`src/hdl/xmodem_crc_frame_receiver_macros.svh`:
```
// Assertion macros for the XMODEM-CRC frame receiver.
`ifndef XMODEM_CRC_FRAME_RECEIVER_MACROS_SVH
`define XMODEM_CRC_FRAME_RECEIVER_MACROS_SVH
`ifndef NO_ASSERTIONS
// Checks that the consequent holds in the same cycle as the antecedent.
`define XCRC_ASSERT_NOW(lbl, ante, cons, msg) \
  lbl: assert property (@(posedge clk) disable iff (rst) (ante) |-> (cons)) else $error(msg);
// Checks that the consequent holds in the cycle after the antecedent.
`define XCRC_ASSERT_NEXT(lbl, ante, cons, msg) \
  lbl: assert property (@(posedge clk) disable iff (rst) (ante) |=> (cons)) else $error(msg);
`else
`define XCRC_ASSERT_NOW(lbl, ante, cons, msg)
`define XCRC_ASSERT_NEXT(lbl, ante, cons, msg)
`endif
`endif

```
`src/hdl/xcrc_pkg.sv`:
```
// Shared constants, types and the CRC function of the XMODEM-CRC frame receiver.
package xcrc_pkg;

  localparam int FRAME_DATA_BYTES = 128;
  localparam int BLOCK_COUNT_BITS = 16;
  localparam int WORDS            = FRAME_DATA_BYTES / 4;
  localparam int WORD_IDX_BITS    = $clog2(WORDS);

  localparam logic [7:0]  FRAME_LEN  = 8'd133;
  localparam logic [7:0]  LEN_SAT    = 8'd134;
  localparam logic [7:0]  DATA_FIRST = 8'd3;
  localparam logic [7:0]  CRC_HI_IDX = 8'd131;
  localparam logic [7:0]  CRC_LO_IDX = 8'd132;
  localparam logic [7:0]  LEAD_SOH   = 8'h01;
  localparam logic [7:0]  LEAD_EOT   = 8'h04;
  localparam logic [15:0] CRC_POLY   = 16'h1021;
  localparam logic [15:0] CRC_INIT   = 16'h0000;
  localparam logic [15:0] CRC_TOP    = 16'h8000;

  typedef enum logic [1:0] {
    REPLY_NONE = 2'd0,
    REPLY_ACK  = 2'd1,
    REPLY_NAK  = 2'd2
  } reply_t;

  typedef enum logic [1:0] {
    CMD_BURST,
    CMD_NAK,
    CMD_EOT
  } cmd_kind_t;

  typedef struct packed {
    cmd_kind_t                   kind;
    logic [BLOCK_COUNT_BITS-1:0] blk;
  } cmd_t;

  typedef enum logic [1:0] {
    BK_IDLE,
    BK_FETCH,
    BK_EMIT
  } back_state_t;

  function automatic logic [15:0] crc_byte(input logic [15:0] crc, input logic [7:0] b);
    logic [15:0] c;
    c = crc ^ {b, 8'h00};
    for (int i = 0; i < 8; i++) begin
      if ((c & CRC_TOP) != 16'h0000) begin
        c = {c[14:0], 1'b0} ^ CRC_POLY;
      end else begin
        c = {c[14:0], 1'b0};
      end
    end
    return c;
  endfunction

endpackage

```
`src/hdl/xmodem_crc_frame_receiver.sv`:
```
// XMODEM-CRC frame receiver top level: parser, command queue and result sequencer.
// Input: one beat per cycle while no good block is being written out and the queue has room.
// A good 133-byte frame yields 32 word writes, each taking one store read and one output load,
// and the output may stall them; input waits meanwhile.
// NAK and EOT replies pass through the command queue and the output register.
// Synchronous reset clears counters, CRC, block count, queue and base address; no store clear.
`include "xmodem_crc_frame_receiver_macros.svh"
module xmodem_crc_frame_receiver
  import xcrc_pkg::*;
(
  input  logic        clk,
  input  logic        rst,
  input  logic        s_tvalid,
  output logic        s_tready,
  input  logic [7:0]  s_tdata,   // rx_byte
  input  logic        s_tuser,   // action
  input  logic        s_tlast,   // frame_end
  output logic        m_tvalid,
  input  logic        m_tready,
  output logic [63:0] m_tdata,   // write_addr [31:0], write_word [63:32]
  output logic [3:0]  m_tuser,   // reply [1:0], write_valid [2], transfer_done [3]
  output logic        m_tlast,   // last
  input  logic        cfg_valid,
  output logic        cfg_ready,
  input  logic [31:0] cfg_data   // base_address
);

  logic [31:0]              base_address;
  logic                     push;
  cmd_t                     push_cmd;
  logic                     q_full;
  logic                     q_empty;
  logic                     pop;
  cmd_t                     head;
  logic                     burst_done;
  logic [WORD_IDX_BITS-1:0] rd_addr;
  logic [31:0]              rd_data;

  assign cfg_ready = 1'b1;

  always_ff @(posedge clk) begin
    if (rst) begin
      base_address <= 32'd0;
    end else if (cfg_valid && cfg_ready) begin
      base_address <= cfg_data;
    end
  end

  xcrc_front u_front (
    .clk        (clk),
    .rst        (rst),
    .s_tvalid   (s_tvalid),
    .s_tready   (s_tready),
    .s_tdata    (s_tdata),
    .s_tuser    (s_tuser),
    .s_tlast    (s_tlast),
    .push       (push),
    .cmd        (push_cmd),
    .q_full     (q_full),
    .burst_done (burst_done),
    .rd_addr    (rd_addr),
    .rd_data    (rd_data)
  );

  xcrc_queue u_queue (
    .clk      (clk),
    .rst      (rst),
    .push     (push),
    .push_cmd (push_cmd),
    .full     (q_full),
    .pop      (pop),
    .empty    (q_empty),
    .head     (head)
  );

  xcrc_back u_back (
    .clk          (clk),
    .rst          (rst),
    .base_address (base_address),
    .empty        (q_empty),
    .head         (head),
    .pop          (pop),
    .rd_addr      (rd_addr),
    .rd_data      (rd_data),
    .burst_done   (burst_done),
    .m_tvalid     (m_tvalid),
    .m_tready     (m_tready),
    .m_tdata      (m_tdata),
    .m_tuser      (m_tuser),
    .m_tlast      (m_tlast)
  );

  `XCRC_ASSERT_NOW(a_no_overflow, push, !q_full, "command pushed into a full queue")
  `XCRC_ASSERT_NOW(a_mid_burst, m_tvalid && !m_tlast,
                   m_tuser[2] && m_tuser[1:0] == REPLY_NONE && !m_tuser[3],
                   "non-final beat is not a plain word write")
  `XCRC_ASSERT_NOW(a_done_reply, m_tvalid && m_tuser[3],
                   m_tlast && !m_tuser[2] && m_tuser[1:0] == REPLY_ACK,
                   "transfer done without a lone ACK")
  `XCRC_ASSERT_NEXT(a_burst_locks_input, push && push_cmd.kind == CMD_BURST,
                    !s_tready, "input taken while a block is being written out")

endmodule

```
`src/hdl/xcrc_queue.sv`:
```
// Two-entry command queue between the frame parser and the result sequencer.
module xcrc_queue
  import xcrc_pkg::*;
(
  input  logic clk,
  input  logic rst,
  input  logic push,
  input  cmd_t push_cmd,
  output logic full,
  input  logic pop,
  output logic empty,
  output cmd_t head
);

  cmd_t       entry [2];
  logic       wr_ptr;
  logic       rd_ptr;
  logic [1:0] count;

  assign full  = (count == 2'd2);
  assign empty = (count == 2'd0);
  assign head  = entry[rd_ptr];

  always_ff @(posedge clk) begin
    if (push && !full) begin
      entry[wr_ptr] <= push_cmd;
    end
  end

  always_ff @(posedge clk) begin
    if (rst) begin
      wr_ptr <= 1'b0;
      rd_ptr <= 1'b0;
      count  <= 2'd0;
    end else begin
      if (push && !full) begin
        wr_ptr <= ~wr_ptr;
      end
      if (pop && !empty) begin
        rd_ptr <= ~rd_ptr;
      end
      case ({push && !full, pop && !empty})
        2'b10:   count <= count + 2'd1;
        2'b01:   count <= count - 2'd1;
        default: count <= count;
      endcase
    end
  end

endmodule

```
`src/hdl/xcrc_front.sv`:
```
// Frame parser: takes input beats, checks the CRC, stores the data bytes and issues commands.
module xcrc_front
  import xcrc_pkg::*;
(
  input  logic                     clk,
  input  logic                     rst,
  input  logic                     s_tvalid,
  output logic                     s_tready,
  input  logic [7:0]               s_tdata,   // rx_byte
  input  logic                     s_tuser,   // action
  input  logic                     s_tlast,   // frame_end
  output logic                     push,
  output cmd_t                     cmd,
  input  logic                     q_full,
  input  logic                     burst_done,
  input  logic [WORD_IDX_BITS-1:0] rd_addr,
  output logic [31:0]              rd_data
);

  logic [7:0]                  byte_count, byte_count_next;
  logic [15:0]                 crc_accum, crc_accum_next;
  logic [7:0]                  lead_byte, lead_byte_next;
  logic [15:0]                 rx_crc, rx_crc_next;
  logic [BLOCK_COUNT_BITS-1:0] block_count, block_count_next;
  logic                        burst_pending, burst_pending_next;
  logic [31:0]                 mem [WORDS];

  logic       accept;
  logic       in_data;
  logic [7:0] data_off;
  logic [7:0] len;

  // The store holds the frame being sent out until its last word has left.
  assign s_tready = !q_full && !burst_pending;
  assign accept   = s_tvalid && s_tready;
  assign in_data  = (byte_count >= DATA_FIRST) && (byte_count < CRC_HI_IDX);
  assign data_off = byte_count - DATA_FIRST;
  assign len      = (byte_count < LEN_SAT) ? byte_count + 8'd1 : LEN_SAT;

  always_comb begin
    byte_count_next    = byte_count;
    crc_accum_next     = crc_accum;
    lead_byte_next     = lead_byte;
    rx_crc_next        = rx_crc;
    block_count_next   = block_count;
    burst_pending_next = burst_pending && !burst_done;
    push               = 1'b0;
    cmd.kind           = CMD_NAK;
    cmd.blk            = block_count;
    if (accept) begin
      if (s_tuser) begin
        block_count_next = '0;
        byte_count_next  = 8'd0;
        crc_accum_next   = CRC_INIT;
        lead_byte_next   = 8'd0;
        rx_crc_next      = 16'd0;
      end else begin
        if (byte_count == 8'd0) begin
          lead_byte_next = s_tdata;
        end else if (in_data) begin
          crc_accum_next = crc_byte(crc_accum, s_tdata);
        end else if (byte_count == CRC_HI_IDX) begin
          rx_crc_next = {s_tdata, rx_crc[7:0]};
        end else if (byte_count == CRC_LO_IDX) begin
          rx_crc_next = {rx_crc[15:8], s_tdata};
        end
        byte_count_next = len;
        if (s_tlast) begin
          if (len == FRAME_LEN && lead_byte == LEAD_SOH) begin
            push = 1'b1;
            // The low CRC byte arrives on this very beat.
            if (crc_accum == {rx_crc[15:8], s_tdata} && block_count != '1) begin
              cmd.kind           = CMD_BURST;
              block_count_next   = block_count + 1'b1;
              burst_pending_next = 1'b1;
            end
          end else if (len == 8'd1 && s_tdata == LEAD_EOT) begin
            push     = 1'b1;
            cmd.kind = CMD_EOT;
          end
          byte_count_next = 8'd0;
          crc_accum_next  = CRC_INIT;
          lead_byte_next  = 8'd0;
          rx_crc_next     = 16'd0;
        end
      end
    end
  end

  always_ff @(posedge clk) begin
    if (rst) begin
      byte_count    <= 8'd0;
      crc_accum     <= CRC_INIT;
      lead_byte     <= 8'd0;
      rx_crc        <= 16'd0;
      block_count   <= '0;
      burst_pending <= 1'b0;
    end else begin
      byte_count    <= byte_count_next;
      crc_accum     <= crc_accum_next;
      lead_byte     <= lead_byte_next;
      rx_crc        <= rx_crc_next;
      block_count   <= block_count_next;
      burst_pending <= burst_pending_next;
    end
  end

  // Word-wide store with one byte lane written per data beat.
  always_ff @(posedge clk) begin
    if (accept && !s_tuser && in_data) begin
      mem[data_off[WORD_IDX_BITS+1:2]][data_off[1:0]*8 +: 8] <= s_tdata;
    end
    rd_data <= mem[rd_addr];
  end

endmodule

```
`src/hdl/xcrc_back.sv`:
```
// Result sequencer: turns commands into reply and word-write beats on the output stream.
module xcrc_back
  import xcrc_pkg::*;
(
  input  logic                     clk,
  input  logic                     rst,
  input  logic [31:0]              base_address,
  input  logic                     empty,
  input  cmd_t                     head,
  output logic                     pop,
  output logic [WORD_IDX_BITS-1:0] rd_addr,
  input  logic [31:0]              rd_data,
  output logic                     burst_done,
  output logic                     m_tvalid,
  input  logic                     m_tready,
  output logic [63:0]              m_tdata,   // write_addr, write_word
  output logic [3:0]               m_tuser,   // reply[1:0], write_valid, transfer_done
  output logic                     m_tlast    // last
);

  back_state_t              state, state_next;
  logic [WORD_IDX_BITS-1:0] word_idx, word_idx_next;
  logic [31:0]              addr, addr_next;

  logic        slot_free;
  logic        load;
  logic [63:0] load_data;
  logic [3:0]  load_user;
  logic        load_last;
  logic        last_word;

  assign slot_free = !m_tvalid || m_tready;
  assign rd_addr   = word_idx;
  assign last_word = (word_idx == WORD_IDX_BITS'(WORDS - 1));

  always_comb begin
    state_next    = state;
    word_idx_next = word_idx;
    addr_next     = addr;
    pop           = 1'b0;
    burst_done    = 1'b0;
    load          = 1'b0;
    load_data     = 64'd0;
    load_user     = {1'b0, 1'b0, REPLY_NONE};
    load_last     = 1'b0;
    unique case (state)
      BK_IDLE: begin
        if (!empty && slot_free) begin
          pop = 1'b1;
          unique case (head.kind)
            CMD_BURST: begin
              addr_next     = base_address + 32'({head.blk, 7'b0000000});
              word_idx_next = '0;
              state_next    = BK_FETCH;
            end
            CMD_NAK: begin
              load      = 1'b1;
              load_user = {1'b0, 1'b0, REPLY_NAK};
              load_last = 1'b1;
            end
            CMD_EOT: begin
              load      = 1'b1;
              load_user = {1'b1, 1'b0, REPLY_ACK};
              load_last = 1'b1;
            end
            default: ;
          endcase
        end
      end
      BK_FETCH: begin
        // Store read data is registered and shows up in the cycle after the address.
        state_next = BK_EMIT;
      end
      BK_EMIT: begin
        if (slot_free) begin
          load      = 1'b1;
          load_data = {rd_data, addr};
          load_user = {1'b0, 1'b1, last_word ? REPLY_ACK : REPLY_NONE};
          load_last = last_word;
          if (last_word) begin
            burst_done = 1'b1;
            state_next = BK_IDLE;
          end else begin
            word_idx_next = word_idx + 1'b1;
            addr_next     = addr + 32'd4;
            state_next    = BK_FETCH;
          end
        end
      end
      default: state_next = BK_IDLE;
    endcase
  end

  always_ff @(posedge clk) begin
    if (rst) begin
      state    <= BK_IDLE;
      word_idx <= '0;
      m_tvalid <= 1'b0;
    end else begin
      state    <= state_next;
      word_idx <= word_idx_next;
      if (load) begin
        m_tvalid <= 1'b1;
      end else if (m_tready) begin
        m_tvalid <= 1'b0;
      end
    end
  end

  always_ff @(posedge clk) begin
    addr <= addr_next;
    if (load) begin
      m_tdata <= load_data;
      m_tuser <= load_user;
      m_tlast <= load_last;
    end
  end

endmodule
```
`config.mk`:
```
export PLATFORM = sky130hd
export DESIGN_NAME = xmodem_crc_frame_receiver
export DESIGN_NICKNAME = d
export VERILOG_FILES = /design/src/hdl/xcrc_pkg.sv /design/src/hdl/xmodem_crc_frame_receiver.sv /design/src/hdl/xcrc_queue.sv /design/src/hdl/xcrc_front.sv /design/src/hdl/xcrc_back.sv
export VERILOG_INCLUDE_DIRS = /design/src /design/src/hdl
export SDC_FILE = /design/constraint.sdc
export NUM_CORES = 1
export LEC_CHECK = 0
export BUFFER_PORTS_ARGS = -buffer_cell sky130_fd_sc_hd__buf_2
export CORE_UTILIZATION = 45
export CTS_BUF_LIST = sky130_fd_sc_hd__clkbuf_2 sky130_fd_sc_hd__clkbuf_4 sky130_fd_sc_hd__clkbuf_8
export DETAILED_ROUTE_END_ITERATION = 7
export PLACE_DENSITY = 0.63
export REMOVE_ABC_BUFFERS = 1
export SYNTH_ARGS = -nofsm -noshare
export SYNTH_HDL_FRONTEND = slang
export SYNTH_HIERARCHICAL = 1
export SYNTH_SLANG_ARGS = --single-unit
export TNS_END_PERCENT = 50
```
`constraint.sdc`:
```
create_clock -name clk -period 11.8 [get_ports clk]
set_input_delay 1.77 -clock clk [delete_from_list [all_inputs] [get_ports clk]]
set_output_delay 1.77 -clock clk [all_outputs]
set_load 0.01 [all_outputs]
```
==> results of run 1 <==
## Yosys cell counts, types with 45 or more instances
| cell | count | area, µm² |
|---|---|---|
| a21oi_1 | 64 | 320 |
| mux4_2 | 320 | 7210 |
| mux2_2 | 45 | 507 |
| nor2_1 | 147 | 552 |
| nor3_1 | 118 | 591 |
| nand2_1 | 77 | 289 |
| edfxtp_1 | 1161 | 34900 |
| dfxtp_1 | 134 | 2680 |
| clkbuf_1 | 108 | 405 |
| and3_1 | 76 | 475 |
| xnor2_1 | 60 | 526 |
## sequential cells by signal, indices dropped and copies added (netlist names), 4 cells and up, named ones only
name                 count
base_address            32
u_back/rd_addr           5
u_front/crc_accum       16
u_front/block_count     16
u_queue/entry           36
u_front/byte_count       8
u_front/lead_byte        8
u_front/rd_data         32
u_back/m_tdata          64
u_front/mem           1024
u_back/m_tuser           4
u_back/addr             32
u_front/rx_crc           8
## worst max-delay path, delay by kind of cell, from the launching register on
kind	cells	cell delay, ns
mux	3	1.28
buf+inv	3	2.68
flops	1	0.71
## metrics by stage
step	total power [µW]	setup slack [ns]	instances	hold slack (ns)
after CTS	9020	6.86	4639	0.474
after global routing	9210	6.63	4641	0.498
after detailed placement	5190	6.80	4274	0.462
after global placement	5190	6.90	4274	0.456
after floorplan	5120	-0.563	2617	0.438
final	8940	6.78	4643	0.475
## per-layer routing
layer | vias to the layer above | part of all wire | global-route usage
li1 | 11600 | - | -
met1 | 14300 | 0.40 | 0.303
met2 | 1344 | 0.50 | 0.369
met3 | 229 | 0.072 | 0.0381
met4 | 2 | 0.027 | 0.0761
met5 | - | 0.000061 | 0
## cell families (layout without fill, tap and decap cells)
kind of cell / Yosys count / count (layout) / share of synthesized area
compound gates: 183 / 183 / 0.0229
simple gates: 586 / 586 / 0.0577
xor+xnor: 102 / 102 / 0.0172
mux: 408 / 408 / 0.157
flops: 1295 / 1295 / 0.723
buf+inv: 180 / 522 / 0.0149
fa+ha+maj: 30 / 30 / 0.00737
other cells: 1 / 5 / 0.0000722
## area by class of cell
class	count	area share
sequential	1295	0.644
multi-input combinational	1310	0.238
clock buffer	259	0.0549
tap	1512	0.0324
clock inverter	106	0.0162
timing repair buffer	145	0.0138
inverter	12	0.000772
antenna	4	0.000171
## worst max path at each step
stage / to / slack, ns / start / cells past startpoint
after floorplan: u_back/rd_addr[0]$_SDFFE_PP0P_ / -0.56 / u_back/rd_addr[0]$_SDFFE_PP0P_ / 7
after global placement: u_front/mem[23][11]$_DFFE_PP_ / 6.90 / s_tvalid / 6
after detailed placement: u_front/mem[7][15]$_DFFE_PP_ / 6.80 / s_tvalid / 6
after CTS: u_front/rd_data[26]$_DFF_P_ / 6.86 / u_back/rd_addr[1]$_SDFFE_PP0P_ / 6
after global routing: u_front/rd_data[26]$_DFF_P_ / 6.63 / u_back/rd_addr[1]$_SDFFE_PP0P_ / 6
final: u_front/rd_data[25]$_DFF_P_ / 6.78 / u_back/rd_addr[1]$_SDFFE_PP0P_ / 6
## power groups by stage
stage / clock (µW) / combinational [µW] / sequential (µW)
CTS: 3920 / 129 / 4970
floorplan: 0 / 60.4 / 5060
detailed placement: 0 / 129 / 5060
global placement: 0 / 127 / 5060
global route: 4110 / 138 / 4970
finish: 3850 / 128 / 4970
==> run metrics, run 1 <==
final instance area=58400 µm²; worst min-delay path class=flip-flop to flip-flop; Mapped Area=~52000 µm²; Final period util=0.426; FF+latch count, synth=1295; DRC viols=0; Pint=7110 µW; first-pass GRT wire length=between 150000 and 200000 µm; All-Layer GR Usage=0.224; Port Buf Inserts=117; Slew HR=0.210; RSZ-0062 raised after global routing=no; vias in the first global route=27900; Setup TNS=0 ns; Final Hold Vio Count=0; layout cell share with drive strength beyond 1=0.291; Hold Path Cell Cnt=2; Crit Path Class=flip-flop to flip-flop; Arr. time, crit path=around 5.8 ns; max-cap violations=0; RR Startpoint=u_back/rd_addr[1]$_SDFFE_PP0P_; DP HPWL=79300 µm; Mean Syn Cell Area=between 15 and 20 µm²; clk slew on worst S/H paths=0.06 ns; CTS tree=built; Final #Nets=3036; largest net degree at the start of global routing=between 100 and 150; commonest non-fill, non-tap cells in the layout=edfxtp_1, mux4_2, clkbuf_8; Static Leak=0.0187 µW; total I/O pin count=119; Tmin final=~5.0 ns; run status=completed; startpoint class of the critical path=flip-flop; Comb power frac=0.014; die width=342 µm; NetSw=1830 µW; RD Place Congestion=0.863; slowest CP cell=buf_4; Worst R2R Setup Slack=roughly 6.8 ns; register area share after synthesis=0.723; fillers=8991; htree depth=4; Syn. warnings=6; Slew @ Worst Pin=1.18 ns; Placeable Area=114000 µm²; Clock Power Share=0.430; CTS Hold Buffers Added=0; vias=27500; PostCTS Resize Cnt=0; DIE AREA=roughly 120000 µm²; PD cells=between 150 and 200 nW/µm²; grt total ovfl=0; asr flop ratio synth=0; Critical Path Fanout Max=87; Cell Chain, Critical Path=buf_4 > buf_4 > buf_4 > mux4_2 > mux4_2 > mux2_2; worst hold endpoint=u_front/rx_crc[9]$_SDFFE_PP0P_; Post-Syn Instances=between 2000 and 3000; DRT antenna net count=0; crit end category=flip-flop; Total Wirelength=130000 µm; WL/cell=28.0 µm; EDFF count, synth=1161; slowest stage delay, CP=1.02 ns; Initial Util=0.454; clock skew=0.0505 ns; register area=37600 µm²; Sink Count=1295; Slew Viols, Final=0; Top FF cell, synth=edfxtp_1; peak supply drop=0.115 mV; worst endpoint required time=12.52 ns; part of the power in registers=0.555; Syn-to-layout area delta=12.4%; clock root cell=clkbuf_8; clock latency on the worst-skew pair=0.87 ns; worst r2r dst=u_front/rd_data[25]$_DFF_P_; Net Sw Frac=0.205; Max Fclk=0.199 GHz; Yosys cell types=81; postcts setup bufs=0; DR pass1 iterations=6; Max Buffers Root-to-Sink=3; most common cell after layout, fill and taps aside=edfxtp_1; vias per std cell=5.92; initial DRC count=2932; initial antenna violation count=6; hold path start=u_front/rx_crc[9]$_SDFFE_PP0P_; reg2reg path depth=6; total CTS buffers=195; Multi-input gate area=13900 µm²; Crit path top cell by count=buf_4; site row count=around 120; Util after Layout=0.510; Final setup viols=0; placed cell area=between 50000 and 60000 µm²; die height=342 µm
No activity file was read; power rests on OpenSTA's default activity.
==> run 2, diff against run 1 <==
==> constraint.sdc (replaced) <==
create_clock -name clk -period 5.2 [get_ports clk]
set_input_delay 0.78 -clock clk [delete_from_list [all_inputs] [get_ports clk]]
set_output_delay 0.78 -clock clk [all_outputs]
set_load 0.01 [all_outputs]
==> run 2 against run 1 <==
  * Sequential cell count is the same
  * Sequential power grew 130%
  * Critical path type unchanged
  * Worst hold slack lost 0.31 ns
  * Maximum frequency grew 16%
  * Largest power group unchanged
  * Critical path depth grew 1
==> run metrics, run 2 (same netlist as run 1, synthesis figures left out) <==
DP HPWL=74500 µm; Arr. time, crit path=4.79 ns; die height=342 µm; Port Buf Inserts=117; startpoint class of the critical path=flip-flop; Final Hold Vio Count=0; Crit Path Class=flip-flop to flip-flop; Final #Nets=3173; CTS tree=built; clock latency on the worst-skew pair=around 0.87 ns; vias per std cell=5.67; Final setup viols=0; initial DRC count=2795; DIE AREA=117000 µm²; grt total ovfl=0; first-pass GRT wire length=180000 µm; crit end category=flip-flop; run status=completed; RSZ-0062 raised after global routing=no; All-Layer GR Usage=0.207; Hold WS=0.170 ns; Sink Count=1295; Max Buffers Root-to-Sink=3; htree depth=4; Critical Path Fanout Max=21; max-cap violations=0; clock root cell=clkbuf_8; Max Fclk=between 0.2 and 0.25 GHz; WL/cell=25.0 µm; clk slew on worst S/H paths=0.06 ns; initial antenna violation count=3; commonest non-fill, non-tap cells in the layout=edfxtp_1, mux4_2, clkbuf_8; clock skew=approximately 0.045 ns; die width=342 µm; Total Wirelength=between 100000 and 150000 µm; Tmin final=between 4 and 5 ns; RD Place Congestion=0.859; postcts setup bufs=0; DRC viols=0; peak supply drop=0.244 mV; vias=27100; DR pass1 iterations=5; Static Leak=0.0194 µW; Setup TNS=0 ns; Slew Viols, Final=0; Slew @ Worst Pin=1.32 ns; CTS Hold Buffers Added=0; PD cells=340 nW/µm²; layout cell share with drive strength beyond 1=0.321; total I/O pin count=119; Slew HR=0.117; worst min-delay path class=primary input to flip-flop; PostCTS Resize Cnt=0; vias in the first global route=~28000; total CTS buffers=between 200 and 250; Syn-to-layout area delta=14.2%; most common cell after layout, fill and taps aside=edfxtp_1; Initial Util=0.454; largest net degree at the start of global routing=84; DRT antenna net count=0; Final period util=0.833; Placeable Area=about 110000 µm²; Largest register FFs=around 1000; worst endpoint required time=5.66 ns; site row count=124
run 2: critical path, stage by stage (launching register included):
cell	delay (ns)
dfxtp_1	0.56
ha_1	0.72
nor3_1	0.14
nand2_1	0.13
xnor2_1	0.06
nor3_1	0.37
nand2_1	0.71
nor3_1	1.22
run 2: worst paths after layout:
path	start	endpoint	slack, ns	depth (start not counted)
setup / recovery	u_front/byte_count[0]$_SDFFE_PP0P_	u_front/mem[7][4]$_DFFE_PP_	0.87	7
hold / removal	cfg_data[31]	base_address[31]$_SDFFE_PP0P_	0.17	3
setup reg to reg	u_front/byte_count[0]$_SDFFE_PP0P_	u_front/mem[7][4]$_DFFE_PP_	0.87	7
hold reg to reg	u_front/rx_crc[14]$_SDFFE_PP0P_	u_front/rx_crc[14]$_SDFFE_PP0P_	0.47	2
run 2: metal layers:
layer / wire, µm / global-route usage / vias to the layer above
li1: - / - / 11900
met3: 6950 / 0.0348 / 184
met1: 50100 / 0.282 / 14100
met5: 13 / 0 / -
met2: 59600 / 0.342 / 974
met4: 2770 / 0.0651 / 2
run 2: cell type report:
cell class / instances / area, µm²
fillers: 9001 / 55000
flip-flops and latches: 1295 / 37600
multi-input cells: 1310 / 13800
clock buffers: 297 / 3590
well taps: 1512 / 1890
repair buffers: 276 / 1870
clock inverters: 80 / 576
inverters: 12 / 45.0
diodes: 3 / 7.51
run 2: power by group:
part	switching [µW]	internal, µW	total [µW]
Sequential	16.0	11300	11300
Clock	3870	4750	8620
Combinational	195	81.6	276
run 2: through the flow:
stage	area [µm²]	util	cells	power (µW)	setup WS (ns)
after floorplan	51200	-	2617	11600	-7.16
after global placement	55100	0.482	4402	11800	1.09
after detailed placement	55100	0.482	4402	11800	0.929
after CTS	59200	0.518	4779	20400	0.926
after global routing	59300	0.519	4783	20800	0.463
final	59300	0.519	4785	20200	0.869
